**src/rtl/fired_tile_event_set_macros.svh**
```systemverilog
// assertion helpers, sampled on clk, off during reset
`ifndef FIRED_TILE_EVENT_SET_MACROS_SVH
`define FIRED_TILE_EVENT_SET_MACROS_SVH

`define FTE_ASSERT(lbl, cond, msg) \
	lbl: assert property (@(posedge clk) disable iff (!arst_n) (cond)) else $error(msg);

`define FTE_ASSERT_NEXT(lbl, ante, cons, msg) \
	lbl: assert property (@(posedge clk) disable iff (!arst_n) (ante) |=> (cons)) \
		else $error(msg);

`endif

```
**src/rtl/fte_pkg.sv**
```systemverilog
package fte_pkg;

	localparam int SET_ENTRIES = 8;
	localparam int CNT_W = $clog2(SET_ENTRIES + 1);
	localparam int IDX_W = (SET_ENTRIES > 1) ? $clog2(SET_ENTRIES) : 1;
	localparam int COORD_W = 16;
	localparam int ENTRY_W = 2 * COORD_W;

	typedef enum logic [1:0] {
		MODE_CLEAR = 2'd0,
		MODE_ADD   = 2'd1,
		MODE_QUERY = 2'd2
	} fte_mode_t;

	typedef struct packed {
		logic [1:0]                 mode;
		logic [31:0]                region_id;
		logic signed [COORD_W-1:0] tile_col;
		logic signed [COORD_W-1:0] tile_row;
		logic signed [COORD_W-1:0] rect_left;
		logic signed [COORD_W-1:0] rect_top;
		logic signed [COORD_W-1:0] rect_right;
		logic signed [COORD_W-1:0] rect_bottom;
	} fte_item_t;

	typedef struct packed {
		logic start;
		logic scan;
		logic finish;
	} fte_cmd_t;

	typedef struct packed {
		logic scan_done;
		logic out_busy;
	} fte_sts_t;

endpackage

```
**src/rtl/fte_if.sv**
```systemverilog
interface fte_req_if;
	logic               valid;
	logic               ready;
	logic [1:0]         mode;
	logic [31:0]        region_id;
	logic signed [15:0] tile_col;
	logic signed [15:0] tile_row;
	logic signed [15:0] rect_left;
	logic signed [15:0] rect_top;
	logic signed [15:0] rect_right;
	logic signed [15:0] rect_bottom;

	modport source (
		output valid, mode, region_id, tile_col, tile_row,
		output rect_left, rect_top, rect_right, rect_bottom,
		input  ready
	);
	modport sink (
		input  valid, mode, region_id, tile_col, tile_row,
		input  rect_left, rect_top, rect_right, rect_bottom,
		output ready
	);
endinterface

interface fte_rsp_if;
	logic       valid;
	logic       ready;
	logic       in_rect;
	logic [3:0] entry_count;

	modport source (
		output valid, in_rect, entry_count,
		input  ready
	);
	modport sink (
		input  valid, in_rect, entry_count,
		output ready
	);
endinterface

```
**src/rtl/fte_ram.sv**
```systemverilog
module fte_ram #(
	parameter int WIDTH = 32,
	parameter int DEPTH = 8
) (
	input  logic                             clk,
	input  logic                             we,
	input  logic [$clog2(DEPTH > 1 ? DEPTH : 2)-1:0] waddr,
	input  logic [WIDTH-1:0]                 wdata,
	input  logic                             re,
	input  logic [$clog2(DEPTH > 1 ? DEPTH : 2)-1:0] raddr,
	output logic [WIDTH-1:0]                 rdata
);
	logic [WIDTH-1:0] mem [DEPTH];
	logic [WIDTH-1:0] rdata_q;

	always_ff @(posedge clk) begin
		if (we) begin
			mem[waddr] <= wdata;
		end
		if (re) begin
			rdata_q <= mem[raddr];
		end
	end

	assign rdata = rdata_q;
endmodule

```
**src/rtl/fte_dp.sv**
```systemverilog
`include "fired_tile_event_set_macros.svh"

module fte_dp import fte_pkg::*; (
	input  logic      clk,
	input  logic      arst_n,
	input  fte_cmd_t  cmd,
	output fte_sts_t  sts,
	input  fte_item_t item,
	input  logic      rsp_ready,
	output logic      rsp_valid,
	output logic      rsp_in_rect,
	output logic [3:0] rsp_entry_count
);
	fte_item_t          item_q;
	logic [31:0]        region_q;
	logic [CNT_W-1:0]   cnt_q;
	logic [CNT_W-1:0]   idx_q;
	logic               rd_vld_s1;
	logic               found_q;
	logic               out_valid_q;
	logic               out_in_rect_q;
	logic [3:0]         out_cnt_q;

	logic               rd_en;
	logic [ENTRY_W-1:0] rdata;
	logic signed [COORD_W-1:0] rd_col;
	logic signed [COORD_W-1:0] rd_row;
	logic               match;
	logic               do_write;
	logic [CNT_W-1:0]   cnt_next;

	assign rd_en  = cmd.scan && (idx_q < cnt_q);
	assign rd_col = rdata[ENTRY_W-1:COORD_W];
	assign rd_row = rdata[COORD_W-1:0];

	always_comb begin
		match = 1'b0;
		if (item_q.mode == MODE_ADD) begin
			match = (rd_col == item_q.tile_col) && (rd_row == item_q.tile_row);
		end else if (item_q.mode == MODE_QUERY) begin
			match = (item_q.rect_left <= rd_col) && (rd_col <= item_q.rect_right)
				&& (item_q.rect_top <= rd_row) && (rd_row <= item_q.rect_bottom);
		end
	end

	assign do_write = cmd.finish && (item_q.mode == MODE_ADD) && !found_q
		&& (cnt_q < CNT_W'(SET_ENTRIES));
	assign cnt_next = do_write ? cnt_q + 1'b1 : cnt_q;

	fte_ram #(
		.WIDTH(ENTRY_W),
		.DEPTH(SET_ENTRIES)
	) u_ram (
		.clk   (clk),
		.we    (do_write),
		.waddr (cnt_q[IDX_W-1:0]),
		.wdata ({item_q.tile_col, item_q.tile_row}),
		.re    (rd_en),
		.raddr (idx_q[IDX_W-1:0]),
		.rdata (rdata)
	);

	always_ff @(posedge clk) begin
		if (cmd.start) begin
			item_q <= item;
		end
		if (cmd.finish) begin
			out_in_rect_q <= (item_q.mode == MODE_QUERY) && (region_q == item_q.region_id)
				&& found_q;
			out_cnt_q     <= 4'(cnt_next);
		end
	end

	always_ff @(posedge clk or negedge arst_n) begin
		if (!arst_n) begin
			region_q    <= '0;
			cnt_q       <= '0;
			idx_q       <= '0;
			rd_vld_s1   <= 1'b0;
			found_q     <= 1'b0;
			out_valid_q <= 1'b0;
		end else begin
			if (cmd.start) begin
				idx_q     <= '0;
				rd_vld_s1 <= 1'b0;
				found_q   <= 1'b0;
				if (item.mode == MODE_CLEAR) begin
					region_q <= '0;
					cnt_q    <= '0;
				end else if (item.mode == MODE_ADD && region_q != item.region_id) begin
					region_q <= item.region_id;
					cnt_q    <= '0;
				end
			end else begin
				rd_vld_s1 <= rd_en;
				if (rd_en) begin
					idx_q <= idx_q + 1'b1;
				end
				if (rd_vld_s1 && match) begin
					found_q <= 1'b1;
				end
				cnt_q <= cnt_next;
			end
			if (cmd.finish) begin
				out_valid_q <= 1'b1;
			end else if (rsp_ready) begin
				out_valid_q <= 1'b0;
			end
		end
	end

	assign sts.scan_done  = (idx_q == cnt_q) && !rd_vld_s1;
	assign sts.out_busy   = out_valid_q && !rsp_ready;
	assign rsp_valid      = out_valid_q;
	assign rsp_in_rect    = out_in_rect_q;
	assign rsp_entry_count = out_cnt_q;

	`FTE_ASSERT(a_cnt_bound, cnt_q <= CNT_W'(SET_ENTRIES), "entry count above capacity")
	`FTE_ASSERT(a_idx_bound, idx_q <= cnt_q, "scan index past entry count")
	`FTE_ASSERT(a_no_clobber, !(cmd.finish && out_valid_q && !rsp_ready),
		"result overwritten before taken")
	`FTE_ASSERT_NEXT(a_rd_from_scan, !cmd.scan, !rd_vld_s1, "read data without a scan read")
endmodule

```
**src/rtl/fte_ctrl.sv**
```systemverilog
module fte_ctrl import fte_pkg::*; (
	input  logic     clk,
	input  logic     arst_n,
	input  logic     req_valid,
	output logic     req_ready,
	output fte_cmd_t cmd,
	input  fte_sts_t sts
);
	typedef enum logic [2:0] {
		ST_IDLE = 3'b001,
		ST_SCAN = 3'b010,
		ST_DONE = 3'b100
	} fte_state_t;

	fte_state_t state_q;
	fte_state_t state_d;

	always_comb begin
		state_d    = state_q;
		req_ready  = 1'b0;
		cmd        = '0;
		unique case (state_q)
			ST_IDLE: begin
				req_ready = 1'b1;
				if (req_valid) begin
					cmd.start = 1'b1;
					state_d   = ST_SCAN;
				end
			end
			ST_SCAN: begin
				cmd.scan = 1'b1;
				if (sts.scan_done) begin
					state_d = ST_DONE;
				end
			end
			ST_DONE: begin
				if (!sts.out_busy) begin
					cmd.finish = 1'b1;
					state_d    = ST_IDLE;
				end
			end
			default: begin
				state_d = ST_IDLE;
			end
		endcase
	end

	always_ff @(posedge clk or negedge arst_n) begin
		if (!arst_n) begin
			state_q <= ST_IDLE;
		end else begin
			state_q <= state_d;
		end
	end
endmodule

```
**src/rtl/fired_tile_event_set.sv**
```systemverilog
// channel  dir  handshake          word
// req      in   req.valid/ready    mode, region_id, tile_col/row, rect_*
// rsp      out  rsp.valid/ready    in_rect, entry_count
//
// One word at a time: the accept, one RAM read per entry scanned, the registered
// read data from the RAM, an end-of-scan check, then the update and the load of
// the result register. The scan over the entry RAM grows with the entries stored.
// arst_n clears region tag, entry count and control; entry RAM is not cleared.
// A held result stalls only the final cycle of the next word.
module fired_tile_event_set import fte_pkg::*; (
	input  logic  clk,
	input  logic  arst_n,
	fte_req_if.sink   req,
	fte_rsp_if.source rsp
);
	fte_cmd_t  cmd;
	fte_sts_t  sts;
	fte_item_t item;

	always_comb begin
		item.mode        = req.mode;
		item.region_id   = req.region_id;
		item.tile_col    = req.tile_col;
		item.tile_row    = req.tile_row;
		item.rect_left   = req.rect_left;
		item.rect_top    = req.rect_top;
		item.rect_right  = req.rect_right;
		item.rect_bottom = req.rect_bottom;
	end

	fte_ctrl u_ctrl (
		.clk       (clk),
		.arst_n    (arst_n),
		.req_valid (req.valid),
		.req_ready (req.ready),
		.cmd       (cmd),
		.sts       (sts)
	);

	fte_dp u_dp (
		.clk             (clk),
		.arst_n          (arst_n),
		.cmd             (cmd),
		.sts             (sts),
		.item            (item),
		.rsp_ready       (rsp.ready),
		.rsp_valid       (rsp.valid),
		.rsp_in_rect     (rsp.in_rect),
		.rsp_entry_count (rsp.entry_count)
	);
endmodule
```
**src/flat_wrapper.sv**
```systemverilog
// flat-port wrapper written by rule: the top's interface ports become plain ports
module fired_tile_event_set_flat import fte_pkg::*;
  (clk, arst_n, req_valid, req_mode, req_region_id, req_tile_col, req_tile_row, req_rect_left, req_rect_top, req_rect_right, req_rect_bottom, req_ready, rsp_valid, rsp_in_rect, rsp_entry_count, rsp_ready);
  fte_req_if req_i ();
  fte_rsp_if rsp_i ();
  input  logic clk;
  input  logic arst_n;
  input wire logic [$bits(req_i.valid)-1:0] req_valid;
  input wire logic [$bits(req_i.mode)-1:0] req_mode;
  input wire logic [$bits(req_i.region_id)-1:0] req_region_id;
  input wire logic [$bits(req_i.tile_col)-1:0] req_tile_col;
  input wire logic [$bits(req_i.tile_row)-1:0] req_tile_row;
  input wire logic [$bits(req_i.rect_left)-1:0] req_rect_left;
  input wire logic [$bits(req_i.rect_top)-1:0] req_rect_top;
  input wire logic [$bits(req_i.rect_right)-1:0] req_rect_right;
  input wire logic [$bits(req_i.rect_bottom)-1:0] req_rect_bottom;
  output wire logic [$bits(req_i.ready)-1:0] req_ready;
  output wire logic [$bits(rsp_i.valid)-1:0] rsp_valid;
  output wire logic [$bits(rsp_i.in_rect)-1:0] rsp_in_rect;
  output wire logic [$bits(rsp_i.entry_count)-1:0] rsp_entry_count;
  input wire logic [$bits(rsp_i.ready)-1:0] rsp_ready;
  assign req_i.valid = req_valid;
  assign req_i.mode = req_mode;
  assign req_i.region_id = req_region_id;
  assign req_i.tile_col = req_tile_col;
  assign req_i.tile_row = req_tile_row;
  assign req_i.rect_left = req_rect_left;
  assign req_i.rect_top = req_rect_top;
  assign req_i.rect_right = req_rect_right;
  assign req_i.rect_bottom = req_rect_bottom;
  assign req_ready = req_i.ready;
  assign rsp_valid = rsp_i.valid;
  assign rsp_in_rect = rsp_i.in_rect;
  assign rsp_entry_count = rsp_i.entry_count;
  assign rsp_i.ready = rsp_ready;
  fired_tile_event_set u_core (.clk(clk), .arst_n(arst_n), .req(req_i), .rsp(rsp_i));
endmodule
```
**config.mk**
```make
export PLATFORM = sky130hd
export DESIGN_NAME = fired_tile_event_set_flat
export DESIGN_NICKNAME = d
export VERILOG_FILES = /design/src/rtl/fte_pkg.sv /design/src/rtl/fte_if.sv /design/src/rtl/fte_ram.sv /design/src/rtl/fte_dp.sv /design/src/rtl/fte_ctrl.sv /design/src/rtl/fired_tile_event_set.sv /design/src/flat_wrapper.sv
export VERILOG_INCLUDE_DIRS = /design/src /design/src/rtl
export SDC_FILE = /design/constraint.sdc
export NUM_CORES = 1
export LEC_CHECK = 0
export BUFFER_PORTS_ARGS = -buffer_cell sky130_fd_sc_hd__buf_2
export CORE_ASPECT_RATIO = 1.25
export CORE_MARGIN = 2
export CORE_UTILIZATION = 25
export DETAILED_ROUTE_END_ITERATION = 7
export PLACE_DENSITY = 0.49
export SLEW_MARGIN = 20
export SYNTH_ARGS = -nofsm -noshare
export SYNTH_HDL_FRONTEND = slang
export SYNTH_HIERARCHICAL = 1
export SYNTH_SLANG_ARGS = --single-unit
```
**constraint.sdc**
```tcl
create_clock -name clk -period 13.91 [get_ports clk]
set_clock_uncertainty 0.2 [all_clocks]
set_input_delay 1.391 -clock clk [delete_from_list [all_inputs] [get_ports clk]]
set_output_delay 1.391 -clock clk [all_outputs]
set_load 0.01 [all_outputs]
```
==> impl_metrics.py <==
metrics = {
    "global_route": {
        "antenna_found_initial": 10,
        "grt_overflow": 0,
        "grt_pass1_vias": 10900,
        "grt_pass1_wl_um": 68700,
        "grt.total_usage_pct": 11.3,
        "grt_max_degree": 141,
    },
    "timing": {
        "maxSlewViolCount": 0,
        "hold_viol": 0,
        "rsz0062_at_grt": "no",
        "setup_viol": 0,
        "worstMarginPinSlew_ns": 1.03,
        "fin_ws_ns": 10.32,
        "period_needed_ns": 3.59,
        "timing.setup.tns_ns": 0,
        "slew_headroom_pct": 31.3,
        "period_share_pct": 25.8,
        "fmax_mhz": 279,
    },
    "clocking": {
        "postCtsSetupBuffers": 0,
        "clock-root-buffer": "clkbuf_16",
        "cts_inserted_buffers": 49,
        "post_cts_resized": 0,
        "clock_tree.buffer_depth": 3,
        "cts.htree.levels": 2,
        "cts_tree": "yes",
        "cts_sinks": 469,
        "ctsHoldBuffers": 0,
        "cts.clk_slew.worst_paths_ns": 0.06,
        "insertion_delay_ns": 0.59,
    },
    "synthesis": {
        "ys_seq_elements": 469,
        "post_synth.cell_area_avg_sq_um": 17.6,
        "ys.flop_type": "edfxtp_1",
        "synth_cells": 1129,
        "yosysWarnings": 6,
        "yosys-top-cells-count": "423 x edfxtp_1, 104 x inv_1, 70 x ha_1, 53 x xor2_1, 52 x nand2_1",
        "yosys.area.top_type": "edfxtp_1",
        "ys_top_cells_by_area": "edfxtp_1 64%, dfrtp_1 5.7%, mux4_1 5.3%",
        "syn-num-nets": 1333,
        "yosysMostFrequentCell": "edfxtp_1",
        "synth_top_area_share_pct": 64.0,
        "synth.distinct_cells": 59,
        "synth_area_sq_mm": 0.0198,
        "async_flop_share_pct": 9.81,
        "synth-edff-count": 423,
        "ys_seq_area_share_pct": 69.8,
    },
    "pwr": {
        "switching_share_pct": 26.6,
        "p_total_mw": 3.73,
        "power_switching_uw": 992,
        "clkPwrFrac_pct": 34.7,
        "p_int_mw": 2.74,
        "power_density_mw_per_mm2": 160,
        "seqPwrFrac_pct": 51.7,
        "pwr-share-comb_pct": 13.6,
        "ir_drop_mv": 0.109,
        "power_leakage_nw": 8.32,
    },
    "final_layout": {
        "seq_area_sq_mm": 0.0139,
        "finalNetCount": 1511,
        "num-fill-cells": 7840,
        "final_util_pct": 29.7,
        "area_delta_synth_final_pct": 17.8,
        "multi_input_area_sq_mm": 0.00542,
        "drive_gt1_share_pct": 22.7,
        "final-instance-count-excl-fill": 2400,
    },
    "drt": {
        "wire_per_inst_um": 19.2,
        "firstDrtPassIters": 5,
        "drt_first_iter_violations": 584,
        "drc": 0,
        "wl_um": 46100,
        "dr_total_vias": 10100,
        "ant_nets": 0,
        "avgViaCountPerCell": 4.19,
    },
    "die": {
        "die_w_um": 256,
        "dieArea_sq_mm": 0.0817,
        "initial_core_util_pct": 25.2,
        "die_h_um": 319,
        "rows": 115,
        "core-area_sq_mm": 0.0787,
        "ios": 141,
    },
    "worst_setup_path": {
        "worstPathRequired_ns": 13.97,
        "crit_path_end_kind": "flip-flop",
        "worstPathMaxFanout": 18,
        "start_kind": "primary input",
        "r2r_slack_ns": 10.38,
        "cp.arrival_ns": 3.65,
        "timing_worst_setup_path_type": "primary input to flip-flop",
    },
    "flow_run": {
        "cap_violations": 0,
    },
    "hold_path": {
        "hold_path.class": "flip-flop to flip-flop",
    },
    "run_status": {
        "status": "finished, final reports clean",
    },
    "placed_design": {
        "post-place-ws_ns": 9.64,
        "placed_cells": 2309,
        "dp_hpwl_um": 29500,
        "gp_congestion": 0.725,
        "io_buffers": 140,
    },
}
-- through the flow --
stage | hold slack, ns | area [sq um]
global route | 0.380 | 23400
detailed placement | 0.333 | 21800
global placement | 0.332 | 21800
floorplan | 0.298 | 19800
CTS | 0.351 | 23400
finish | 0.346 | 23400
-- cell type report --
cell class                 count  share of cell area (%)
clock inverter                28                    1.08
clock buffer                  61                    5.62
multi-input combinational    529                    23.2
tap                         1053                    5.63
inverter                     104                    1.67
antenna                        2                  0.0214
timing repair buffer         154                    3.50
sequential                   469                    59.3
-- power by group through the flow --
| stage | logic [mW] | registers, mW | clock network, mW |
|---|---|---|---|
| after floorplan | 0.369 | 1.91 | 0 |
| after global routing | 0.572 | 1.95 | 1.39 |
| final | 0.509 | 1.93 | 1.29 |
| after global placement | 0.513 | 1.95 | 0 |
| after CTS | 0.527 | 1.93 | 1.34 |
| after detailed placement | 0.523 | 1.96 | 0 |
-- layer usage --
metal,vias up,global-route usage [%],routed length (um)
li1,4695,-,-
met3,72,2.47,1940
met1,5107,13.2,18800
met4,14,3.55,1010
met5,-,0,80
met2,165,20.4,24200
-- critical path: stages --
cell and delay [ns]:
buf_2 0.08, nor2b_1 0.06, nor4b_2 0.24, buf_4 0.22, nand4bb_1 0.12, nor2_1 0.33
nand2b_1 0.26, nor2_4 0.52, buf_4 0.40
-- final timing paths --
kind | start | to | depth (start not counted)
min in group asynchronous | arst_n | u_core/u_dp/region_q[4] | 2
max | rsp_ready | u_core/u_dp/u_ram/mem[1][29] | 9
max reg2reg | u_core/u_dp/idx_q[2] | u_core/u_dp/u_ram/rdata[5] | 5
max in group asynchronous | arst_n | u_core/u_dp/idx_q[0] | 2
min | u_core/u_dp/idx_q[3] | u_core/u_dp/idx_q[3] | 2
min reg2reg | u_core/u_dp/idx_q[3] | u_core/u_dp/idx_q[3] | 2
-- registers in the layout (all words and copies together), names as in the netlist, 3 cells and up --
name and count:
u_core/u_dp/rsp_entry_count 4, u_core/u_ctrl/state_q 3, u_core/u_dp/u_ram/mem 256, u_core/u_dp/idx_q 4, u_core/u_dp/cnt_q 4, u_core/u_dp/item_q 130
u_core/u_dp/region_q 32, u_core/u_dp/u_ram/rdata 32
-- logic make-up after synthesis --
family | count (synthesis) | share of synthesized area, %
compound gates | 61 | 2.02
mux | 130 | 11.6
simple gates | 167 | 4.68
buf+inv | 131 | 3.06
xor+xnor | 101 | 4.46
fa+ha+maj | 70 | 4.41
flops | 469 | 69.8
-- cells in the final DEF, fill, tap and decap left out, types with 4 or more instances in the layout --
| cell | n |
|---|---|
| mux4_1 | 40 |
| buf_4 | 13 |
| and3_1 | 4 |
| bufinv_16 | 4 |
| mux2_2 | 32 |
| mux2i_1 | 34 |
| clkbuf_1 | 10 |
| edfxtp_1 | 423 |
| nor3_1 | 5 |
| nor4_1 | 15 |
| clkinv_1 | 10 |
| nand2b_1 | 4 |
| nand3_1 | 8 |
| buf_2 | 140 |
| clkinv_2 | 7 |
| and4_1 | 6 |
| nand2_1 | 52 |
| o211ai_1 | 4 |
| xor2_1 | 53 |
| mux4_2 | 24 |
| nor2_2 | 5 |
| nand4_1 | 22 |
| ha_1 | 70 |
| o21ai_0 | 8 |
| dfrtp_1 | 43 |
| clkbuf_16 | 51 |
| xnor2_1 | 48 |
| inv_1 | 103 |
| a21oi_1 | 23 |
| a21o_1 | 7 |
| nor2b_1 | 8 |
| nor2_1 | 11 |
Power figures use the tool's default switching activity.
